**config.mk**
```make
export PLATFORM = sky130hd
export DESIGN_NAME = spanning_tree_bpdu_engine
export DESIGN_NICKNAME = d
export VERILOG_FILES = /design/src/rtl/stp_pkg.sv /design/src/rtl/stp_cell.sv /design/src/rtl/spanning_tree_bpdu_engine.sv
export VERILOG_INCLUDE_DIRS = /design/src /design/src/rtl
export SDC_FILE = /design/constraint.sdc
export NUM_CORES = 2
export LEC_CHECK = 0
export BUFFER_PORTS_ARGS = -buffer_cell sky130_fd_sc_hd__buf_2
export CAP_MARGIN = 20
export CORE_UTILIZATION = 40
export CTS_CLUSTER_SIZE = 28
export DETAILED_ROUTE_END_ITERATION = 16
export PLACE_DENSITY_LB_ADDON = 0.08
export SYNTH_ARGS = -nofsm -noshare
export SYNTH_HDL_FRONTEND = slang
export SYNTH_SLANG_ARGS = --single-unit
```
**constraint.sdc**
```tcl
create_clock -name clk_i -period 7.5 [get_ports clk_i]
set_input_delay 0.75 -clock clk_i [delete_from_list [all_inputs] [get_ports clk_i]]
set_output_delay 0.75 -clock clk_i [all_outputs]
set_load 0.005 [all_outputs]
```
**src/rtl/spanning_tree_bpdu_engine_defines.svh**
```systemverilog
// ----------------------------------------------------------------------------
// Spanning-tree engine assertion macros
// Shared assertion wrappers clocked on clk_i and gated by reset.
// ----------------------------------------------------------------------------
`ifndef SPANNING_TREE_BPDU_ENGINE_DEFINES_SVH
`define SPANNING_TREE_BPDU_ENGINE_DEFINES_SVH

// check a property on every clock edge out of reset
`define STP_ASSERT(lbl, prop, msg) \
  lbl: assert property (@(posedge clk_i) disable iff (!rst_ni) (prop)) else $error(msg);

// check that a condition never holds
`define STP_NEVER(lbl, cond, msg) \
  lbl: assert property (@(posedge clk_i) disable iff (!rst_ni) !(cond)) else $error(msg);

`endif

```
**src/rtl/stp_pkg.sv**
```systemverilog
// ----------------------------------------------------------------------------
// Spanning-tree engine package
// Widths, codes, the priority vector type and shared helpers.
// ----------------------------------------------------------------------------
package stp_pkg;

  localparam int MAX_PORTS = 8;
  localparam int IDX_W     = (MAX_PORTS > 1) ? $clog2(MAX_PORTS) : 1;
  localparam int CNT_RAW   = $clog2(MAX_PORTS + 1);
  localparam int CNT_W     = (CNT_RAW > 4) ? CNT_RAW : 4;
  localparam int OUT_LIMIT = 8;

  typedef enum logic [1:0] {
    OP_INIT  = 2'd0,
    OP_MSG   = 2'd1,
    OP_HELLO = 2'd2,
    OP_NONE  = 2'd3
  } op_e;

  typedef enum logic [1:0] {
    REG_OWN_ID   = 2'd0,
    REG_PORTS    = 2'd1,
    REG_PRIORITY = 2'd2,
    REG_COST     = 2'd3
  } reg_e;

  typedef enum logic [2:0] {
    ST_IDLE,
    ST_INIT,
    ST_MATCH,
    ST_ANSWER,
    ST_SELECT,
    ST_ROOT,
    ST_UPDATE,
    ST_EMIT
  } state_e;

  // field order gives lexicographic compare as one unsigned compare
  typedef struct packed {
    logic [63:0] root;
    logic [31:0] cost;
    logic [63:0] bridge;
    logic [15:0] ident;
  } vec_t;

  function automatic logic [15:0] ident_of(input logic [7:0] prio, input logic [7:0] idx);
    logic [7:0] lo;
    lo = idx + 8'd1;
    return {prio, lo};
  endfunction

endpackage

```
**src/rtl/stp_cell.sv**
```systemverilog
// ----------------------------------------------------------------------------
// Spanning-tree port cell
// Holds one port's priority vector; takes its neighbour's on each shift.
// ----------------------------------------------------------------------------
module stp_cell
  import stp_pkg::*;
(
  input  logic clk_i,
  input  logic rst_ni,
  input  logic shift_i,
  input  vec_t vec_i,
  output vec_t vec_o
);

  vec_t vec_q;

  always_ff @(posedge clk_i or negedge rst_ni) begin
    if (!rst_ni) begin
      vec_q <= '0;
    end else if (shift_i) begin
      vec_q <= vec_i;
    end
  end

  assign vec_o = vec_q;

endmodule

```
**src/rtl/spanning_tree_bpdu_engine.sv**
```systemverilog
// ----------------------------------------------------------------------------
// Spanning-tree BPDU engine
// Port vectors live in a ring of cells rotating past one head processor.
// ----------------------------------------------------------------------------
// Input channel: in_valid_i / in_stall_o carry one operation beat (init,
// received config message or hello tick). Output channel: out_valid_o /
// out_stall_i carry config records, last_o marking the final record of an
// operation. Config port: cfg_valid_i / cfg_ready_o with index and data,
// to be written only while the engine is idle; the engine does not enforce it.
// The ring rotates one port per cycle during a pass, unless the emit pass
// holds on a stalled record. Init takes one pass. A message takes a match
// pass, then ends, gives a single answer, or takes a select pass, a root
// step, an update pass and an emit pass. A hello tick, while hello is
// active, takes an update pass and an emit pass.
// One operation is handled at a time; in_stall_o is high while busy.
// A stalled record stays in the output register and the emit pass holds
// until it is taken. Reset clears all port vectors and the bridge state and
// sets hello active; registers return to their reset values.
// ----------------------------------------------------------------------------
module spanning_tree_bpdu_engine
  import stp_pkg::*;
(
  input  logic        clk_i,
  input  logic        rst_ni,
  input  logic        in_valid_i,
  output logic        in_stall_o,
  input  logic [1:0]  operation_i,
  input  logic [2:0]  rx_port_i,
  input  logic [63:0] rx_root_id_i,
  input  logic [31:0] rx_root_cost_i,
  input  logic [63:0] rx_bridge_id_i,
  input  logic [15:0] rx_port_ident_i,
  output logic        out_valid_o,
  input  logic        out_stall_i,
  output logic [2:0]  tx_port_o,
  output logic [63:0] tx_root_id_o,
  output logic [31:0] tx_root_cost_o,
  output logic [63:0] tx_bridge_id_o,
  output logic [15:0] tx_port_ident_o,
  output logic        last_o,
  input  logic        cfg_valid_i,
  output logic        cfg_ready_o,
  input  logic [1:0]  cfg_index_i,
  input  logic [63:0] cfg_data_i
);

`include "spanning_tree_bpdu_engine_defines.svh"

  logic [63:0] own_q;
  logic [3:0]  ports_q;
  logic [7:0]  prio_q;
  logic [15:0] link_q;

  state_e state_q, state_d;
  logic [IDX_W-1:0] rot_q;
  logic rotate, hold, pass_end;

  vec_t cell_vec [MAX_PORTS];
  vec_t head, head_new;

  logic [2:0]  rx_port_q;
  vec_t        rx_q;
  logic        upd_q, was_root_q, better_q, desig_p_q;
  vec_t        best_q;
  logic [IDX_W-1:0] best_idx_q;
  logic        found_q;
  logic [63:0] bridge_root_q;
  logic [31:0] root_cost_q;
  logic        rpv_q;
  logic [2:0]  rpi_q;
  logic        hello_q;
  logic [CNT_W-1:0] cnt_q, cnt_next;
  logic [3:0]  total_q, sent_q;

  logic        out_valid_q;
  logic [2:0]  tx_port_q;
  logic [63:0] tx_root_q;
  logic [31:0] tx_cost_q;
  logic [15:0] tx_ident_q;
  logic        last_q;

  logic [CNT_W-1:0] n_act;
  logic act, at_p, p_act, desig, promote, desig2, cmp_rx, better_now, desig_p_now;
  logic may_send, out_busy, emit_now, load_out, accept;
  logic [15:0] head_ident;
  vec_t own_vec;

  // ports
  genvar g;
  generate
    for (g = 0; g < MAX_PORTS; g++) begin : g_cell
      vec_t nb;
      if (g == MAX_PORTS - 1) begin : g_tail
        assign nb = head_new;
      end else begin : g_mid
        assign nb = cell_vec[g + 1];
      end
      stp_cell u_cell (
        .clk_i  (clk_i),
        .rst_ni (rst_ni),
        .shift_i(rotate),
        .vec_i  (nb),
        .vec_o  (cell_vec[g])
      );
    end
  endgenerate

  assign head       = cell_vec[0];
  assign n_act      = (CNT_W'(ports_q) > CNT_W'(MAX_PORTS)) ? CNT_W'(MAX_PORTS)
                                                            : CNT_W'(ports_q);
  assign act        = CNT_W'(rot_q) < n_act;
  assign p_act      = CNT_W'(rx_port_q) < n_act;
  assign at_p       = CNT_W'(rot_q) == CNT_W'(rx_port_q);
  assign head_ident = ident_of(prio_q, 8'(rot_q));
  assign desig      = (head.bridge == own_q) && (head.ident == head_ident);
  assign cmp_rx     = head < rx_q;
  assign may_send   = (bridge_root_q == own_q) || rpv_q;
  assign own_vec    = '{root: bridge_root_q, cost: root_cost_q, bridge: own_q,
                        ident: head_ident};
  assign promote    = upd_q && found_q && act && !desig && !(head < own_vec);
  assign desig2     = desig || promote;
  assign cnt_next   = cnt_q + CNT_W'(act && desig2);
  assign pass_end   = rot_q == IDX_W'(MAX_PORTS - 1);
  assign better_now = at_p ? cmp_rx : better_q;
  assign desig_p_now = at_p ? desig : desig_p_q;
  assign out_busy   = out_valid_q && out_stall_i;
  assign emit_now   = act && desig && (sent_q < total_q);
  assign accept     = in_valid_i && !in_stall_o;

  // next state
  always_comb begin
    state_d = state_q;
    case (state_q)
      ST_IDLE: begin
        if (accept) begin
          case (op_e'(operation_i))
            OP_INIT:  state_d = ST_INIT;
            OP_MSG:   state_d = ST_MATCH;
            OP_HELLO: state_d = hello_q ? ST_UPDATE : ST_IDLE;
            default:  state_d = ST_IDLE;
          endcase
        end
      end
      ST_INIT:   if (pass_end) state_d = ST_IDLE;
      ST_MATCH: begin
        if (pass_end) begin
          if (!p_act) state_d = ST_IDLE;
          else if (better_now) state_d = (desig_p_now && may_send) ? ST_ANSWER : ST_IDLE;
          else state_d = ST_SELECT;
        end
      end
      ST_ANSWER: if (!out_busy) state_d = ST_IDLE;
      ST_SELECT: if (pass_end) state_d = ST_ROOT;
      ST_ROOT:   state_d = ST_UPDATE;
      ST_UPDATE: if (pass_end) state_d = ST_EMIT;
      ST_EMIT:   if (pass_end && !hold) state_d = ST_IDLE;
      default:   state_d = ST_IDLE;
    endcase
  end

  // ring control and head rewrite
  always_comb begin
    rotate   = 1'b0;
    hold     = 1'b0;
    load_out = 1'b0;
    head_new = head;
    case (state_q)
      ST_INIT: begin
        rotate   = 1'b1;
        head_new = '{root: own_q, cost: 32'd0, bridge: own_q, ident: head_ident};
      end
      ST_MATCH: begin
        rotate = 1'b1;
        if (at_p && p_act && !cmp_rx) head_new = rx_q;
      end
      ST_SELECT: rotate = 1'b1;
      ST_UPDATE: begin
        rotate = 1'b1;
        if (promote) begin
          head_new.bridge = own_q;
          head_new.ident  = head_ident;
        end
        if (upd_q && act && desig2) begin
          head_new.root = bridge_root_q;
          head_new.cost = root_cost_q;
        end
      end
      ST_ANSWER: load_out = !out_busy;
      ST_EMIT: begin
        hold     = emit_now && out_busy;
        rotate   = !hold;
        load_out = emit_now && !out_busy;
      end
      default: ;
    endcase
  end

  always_ff @(posedge clk_i or negedge rst_ni) begin
    if (!rst_ni) begin
      own_q   <= '0;
      ports_q <= 4'd8;
      prio_q  <= 8'd128;
      link_q  <= 16'd1;
    end else if (cfg_valid_i) begin
      case (reg_e'(cfg_index_i))
        REG_OWN_ID:   own_q   <= cfg_data_i;
        REG_PORTS:    ports_q <= cfg_data_i[3:0];
        REG_PRIORITY: prio_q  <= cfg_data_i[7:0];
        REG_COST:     link_q  <= cfg_data_i[15:0];
        default: ;
      endcase
    end
  end

  always_ff @(posedge clk_i or negedge rst_ni) begin
    if (!rst_ni) begin
      state_q       <= ST_IDLE;
      rot_q         <= '0;
      bridge_root_q <= '0;
      root_cost_q   <= '0;
      rpv_q         <= 1'b0;
      rpi_q         <= '0;
      hello_q       <= 1'b1;
      out_valid_q   <= 1'b0;
      upd_q         <= 1'b0;
      found_q       <= 1'b0;
      better_q      <= 1'b0;
      desig_p_q     <= 1'b0;
      was_root_q    <= 1'b0;
      best_q        <= '0;
      best_idx_q    <= '0;
      cnt_q         <= '0;
      total_q       <= '0;
      sent_q        <= '0;
    end else begin
      state_q <= state_d;
      if (rotate) rot_q <= pass_end ? '0 : rot_q + IDX_W'(1);

      if (accept) begin
        upd_q      <= op_e'(operation_i) == OP_MSG;
        was_root_q <= bridge_root_q == own_q;
        found_q    <= 1'b0;
        cnt_q      <= '0;
        sent_q     <= '0;
        better_q   <= 1'b0;
      end

      case (state_q)
        ST_INIT: begin
          bridge_root_q <= own_q;
          root_cost_q   <= '0;
          rpv_q         <= 1'b0;
          rpi_q         <= '0;
          hello_q       <= 1'b1;
        end
        ST_MATCH: begin
          if (at_p) begin
            better_q  <= cmp_rx;
            desig_p_q <= desig;
          end
        end
        ST_SELECT: begin
          if (act && !desig && (!found_q || head < best_q)) begin
            found_q    <= 1'b1;
            best_q     <= head;
            best_idx_q <= rot_q;
          end
        end
        ST_ROOT: begin
          if (found_q) begin
            rpv_q         <= 1'b1;
            rpi_q         <= 3'(best_idx_q);
            bridge_root_q <= best_q.root;
            root_cost_q   <= best_q.cost + 32'(link_q);
            if (was_root_q && best_q.root != own_q) hello_q <= 1'b0;
          end else begin
            rpv_q         <= 1'b0;
            rpi_q         <= '0;
            bridge_root_q <= own_q;
            root_cost_q   <= '0;
          end
        end
        ST_UPDATE: begin
          cnt_q <= cnt_next;
          if (pass_end) begin
            if (!may_send) total_q <= '0;
            else if (cnt_next >= CNT_W'(OUT_LIMIT)) total_q <= 4'(OUT_LIMIT);
            else total_q <= 4'(cnt_next);
          end
        end
        ST_EMIT: if (load_out) sent_q <= sent_q + 4'd1;
        default: ;
      endcase

      if (load_out) out_valid_q <= 1'b1;
      else if (out_valid_q && !out_stall_i) out_valid_q <= 1'b0;
    end
  end

  always_ff @(posedge clk_i) begin
    if (load_out) begin
      tx_root_q <= bridge_root_q;
      tx_cost_q <= root_cost_q;
      if (state_q == ST_ANSWER) begin
        tx_port_q  <= rx_port_q;
        tx_ident_q <= ident_of(prio_q, 8'(rx_port_q));
        last_q     <= 1'b1;
      end else begin
        tx_port_q  <= 3'(rot_q);
        tx_ident_q <= head_ident;
        last_q     <= (sent_q + 4'd1) == total_q;
      end
    end
    if (accept) begin
      rx_port_q <= rx_port_i;
      rx_q      <= '{root: rx_root_id_i, cost: rx_root_cost_i, bridge: rx_bridge_id_i,
                     ident: rx_port_ident_i};
    end
  end

  assign in_stall_o      = state_q != ST_IDLE;
  assign cfg_ready_o     = 1'b1;
  assign out_valid_o     = out_valid_q;
  assign tx_port_o       = tx_port_q;
  assign tx_root_id_o    = tx_root_q;
  assign tx_root_cost_o  = tx_cost_q;
  assign tx_bridge_id_o  = own_q;
  assign tx_port_ident_o = tx_ident_q;
  assign last_o          = last_q;

  `STP_ASSERT(a_ring_home, (state_q == ST_IDLE) |-> (rot_q == '0), "ring not home when idle")
  `STP_ASSERT(a_sent_bound, sent_q <= total_q, "more records than counted")
  `STP_ASSERT(a_load_src, $rose(out_valid_q) |-> ($past(state_q) == ST_EMIT || $past(state_q) == ST_ANSWER), "record outside emit")
  `STP_NEVER(a_idle_rotate, (state_q == ST_IDLE) && rotate, "ring moved while idle")

endmodule
```
==> results summary <==
The peak ir drop on the vdd network is 459 uV. The number of iterations in the first detailed-routing pass came out at 6. The worst hold margin is 0.0655 ns. The share of the core filled with cells in the final layout came out at 46.0%. The clock net sink count is 2089. The number of buffers between clock root and the deepest sink came out at 3. In this run, synthesis produced a sequential element count of 2089.

The proportion of synthesized flip-flops having asynchronous set or reset came out at 86.1%. The area of the die is 0.257 mm2. The type of the tightest min-delay check is input pin to flip-flop. The clock buffer count from CTS is 232. The total vias in the final route came out at 82477. Static timing analysis puts the maximum clock frequency at 0.169 GHz.

The static leakage came out at 56.9 nW. After layout, the minimum clock period comes to 5.90 ns. The total net switching power came out at 23.4 mW.

The via count of the first global-routing pass is 78969. The final cycle utilization of the critical path is 78.7%. The total routing resource utilization after global routing is 26.8%. The fraction of the mapped netlist area in adder cells is 6.79%.

The total of buffers placed on input and output ports is 429. The internal power contribution is 29.7 mW. The number of instances resized during post-cts repair is 0.

In this design, the stage delay of the slowest critical-path cell is 0.66 ns. The total power is 53.1 mW. The maximum number of pins on one net before global-route repair is 190.

The post-synthesis cell count is 11223. Data on the critical path arrives at its endpoint at 6.58 ns. The fraction of synthesized cell area in xor and xnor cells came out at 1.44%. The number of antenna violations at the first check in global routing is 27. TritonCTS built the clock tree. The die is 507 um wide.

In this run the power density over the cells is 458 mW/mm2. Combinational cells account for 40.9% of the total power. Sequential cells were found to cover 52.7% of the synthesized design area. Clock-pin slew was measured on the worst setup and hold paths at 0.06 ns. The count of fill cells added during filler insertion is 24343. The most common cell after layout, fill and taps aside is nand2_1.

The worst setup path is launched from a flip-flop. The actual slew at the worst max-slew pin is 1.24 ns. Of the post-synthesis cell area, the part taken by muxes is 0.384%. The critical path in this run is classified as flip-flop to flip-flop. The total count of max-transition violations in the final report came out at 0.

In this run the tightest slew margin relative to its limit is 16.9%. The routed wirelength normalized by instance count is 23.1 um. The cell with the most instances on the worst path is nand2_1. The share of total power consumed by net switching is 44.0%. The final worst slack is 1.60 ns. Traced cell by cell, the critical path runs through inv_1, ha_1, nand4_1, nor4_1, nand4_1, nor2_1, nand2_1, nor3_1, o21ai_0, a21o_4, buf_4, buf_4, nand2_1, nand2_1. The number of hold-slack violations in the final timing report came out at 0.

The final RePlAce weighted congestion came out at 0.919. The die outline height came out at 507 um. The total standard cell area after synthesis came out at 0.102 mm2.

The wire length of the first global-routing pass is 521000 um. The largest family of logic cells by synthesized area is simple AND/OR/NAND/NOR gates. The instance area after placement is 0.108 mm2. The filler-free cell count of the finished design is 15012. The number of design rule violations left after detail routing came out at 0.

STA classifies the critical path endpoint as a flip-flop. The number of flops mapped to enable cells by yosys came out at 291. The compound-gate portion of the synthesized area is 11.3%. For the worst-skew pair, the clock arrives at the later sink with an insertion delay of 0.87 ns.

The endpoint required time on the critical path is 8.18 ns. The cell sitting at the root of the clock tree is a clkbuf_16. The level count of the clock H-tree is 4.

The library cells used most frequently in the layout, excluding fill and tap cells, are 4066 x nand2_1, 1793 x dfrtp_1, 552 x ha_1. The standard-cell row count is 184. Summed over all nets, the half-perimeter wirelength after detailed placement is 239000 um.

The layout overhead on the synthesized area came out at 13.9%. In the synthesized netlist the dominant register cell turns out to be dfrtp_1. The synthesis warning total is 0.

The peak fanout along the critical path came out at 65. The net count of the finished layout is 12263. The post-placement cell count is 14517. The average cell area after synthesis is 9.08 um2. After clock tree synthesis, the setup repair step added 0 buffers.

Setup total negative slack on the finished layout was measured at 0 ns. The clock network accounts for 22.3% of the total power. The largest clock skew in the final design came out at 0.0436 ns. The total area inside the core boundary comes to 0.252 mm2. The count of maximum capacitance violations came out at 0. The total wire length is 347000 um.

The starting density of the core is 40.4%. The area share of and/or/nand/nor cells after synthesis is 22.6%. Setup violations remaining at the end of the flow were counted as 0. Setup repair after global routing left no endpoint under its margin. The flow ran to the end, and the final reports show no timing, DRC or antenna violations. 435 I/O pins were placed. In this run, the number of DRC markers left after iteration 0 of detailed routing was 7694.

The routed via count divided by cell count is 5.49. The number of distinct library cells after synthesis is 81. The count of nets left with antenna violations after detail routing came out at 0. The layout cell share with drive strength beyond 1 is 9.91%.

The post-route cell area is 0.116 mm2. The remaining global-route overflow came out at 0. The slowest stage of the critical path belongs to the cell dfrtp_1. Registers are responsible for 36.8% of the overall power. The setup slack at placement came out at 1.56 ns.
[layer usage]
metal	global-route usage [%]	share of wire, %	up-vias
met5	0	0.0061	-
met4	12.7	5.2	4
met3	4.02	5.8	585
met2	39.3	43	2513
met1	38.7	46	40935
li1	-	-	38440
[final timing paths]
| path | cells past startpoint | to | startpoint | slack [ns] |
|---|---|---|---|---|
| max | 14 | g_cell[0].u_cell.vec_o[32] | tx_bridge_id_o[12] | 1.60 |
| max in group asynchronous | 4 | g_cell[7].u_cell.vec_o[75] | rst_ni | 4.98 |
| max reg2reg | 14 | g_cell[0].u_cell.vec_o[32] | tx_bridge_id_o[12] | 1.60 |
| min reg2reg | 2 | g_cell[3].u_cell.vec_o[49] | g_cell[4].u_cell.vec_o[49] | 0.44 |
| min | 1 | rx_q[155] | rx_root_id_i[43] | 0.07 |
| min in group asynchronous | 2 | g_cell[4].u_cell.vec_o[100] | rst_ni | 0.49 |
[repair_timing]
action	CTS	global route
hold endpoints to repair	122	0
hold buffers	54	0
setup endpoints to repair	0	0
[power by group through the flow]
stage	combinational, mW	sequential [mW]	clock [mW]
3_3_place_gp	21.2	19.6	0
2_1_floorplan	14.8	18.0	0
3_5_place_dp	21.6	19.7	0
4_1_cts	21.7	19.5	12.1
5_1_grt	24.2	20.0	12.6
6_report	21.7	19.6	11.9
[worst max-delay path, delay by kind of cell (launching register included)]
family	cells	cell delay, ns
buf+inv	3	1.07
fa+ha+maj	1	0.31
compound gates	2	0.86
simple gates	8	2.71
flops	1	0.66
[layout make-up]
cell class / count / area [um2] / share of cell area (%)
Tap cell: 3348 / 4190 / 3.61
Clock inverter: 87 / 1060 / 0.913
Inverter: 551 / 2080 / 1.79
Clock buffer: 344 / 6870 / 5.92
Timing Repair Buffer: 659 / 4560 / 3.93
Multi-Input combinational cell: 7925 / 43600 / 37.5
Sequential cell: 2089 / 53700 / 46.3
Antenna cell: 9 / 22.5 / 0.0194
[flip-flops by register name, indices dropped and copies added, names as in the netlist, 3 cells and up]
signal               count
prio_q                   8
ports_q                  4
total_q                  4
tx_port_o                3
rx_q                   176
bridge_root_q           64
tx_port_ident_o         12
g_cell.u_cell.vec_o   1408
rx_port_q                3
rot_q                    3
tx_root_id_o            64
best_q                 176
link_q                  16
root_cost_q             32
state_q                  3
sent_q                   4
tx_root_cost_o          32
cnt_q                    4
tx_bridge_id_o          64
[Yosys cell counts, types with 155 or more instances]
library cell	n	share of area (%)
a21oi_1	258	1.3
a221oi_1	168	1.4
a31oi_1	252	1.5
buf_2	159	0.78
clkbuf_1	461	1.7
dfrtp_1	1794	44
edfxtp_1	291	8.6
ha_1	552	6.8
inv_1	551	2.0
nand2_1	4067	15
nand3_1	411	2.0
nand3b_1	181	1.3
nor2_1	312	1.1
nor3_1	155	0.76
o211ai_1	187	1.4
o21ai_0	374	1.8
[logic make-up (layout without fill, tap and decap cells)]
logic type,after synthesis,after routing
xor gates and xnor gates,168,168
buffers and inverters,1212,1641
AOI/OAI and AO/OA,1668,1668
DFF,2089,2089
other,2,14
and+or+nand+nor,5496,5496
adders and majority gates,553,553
muxes,35,35
Note: power is estimated with default switching activity, not from simulation.
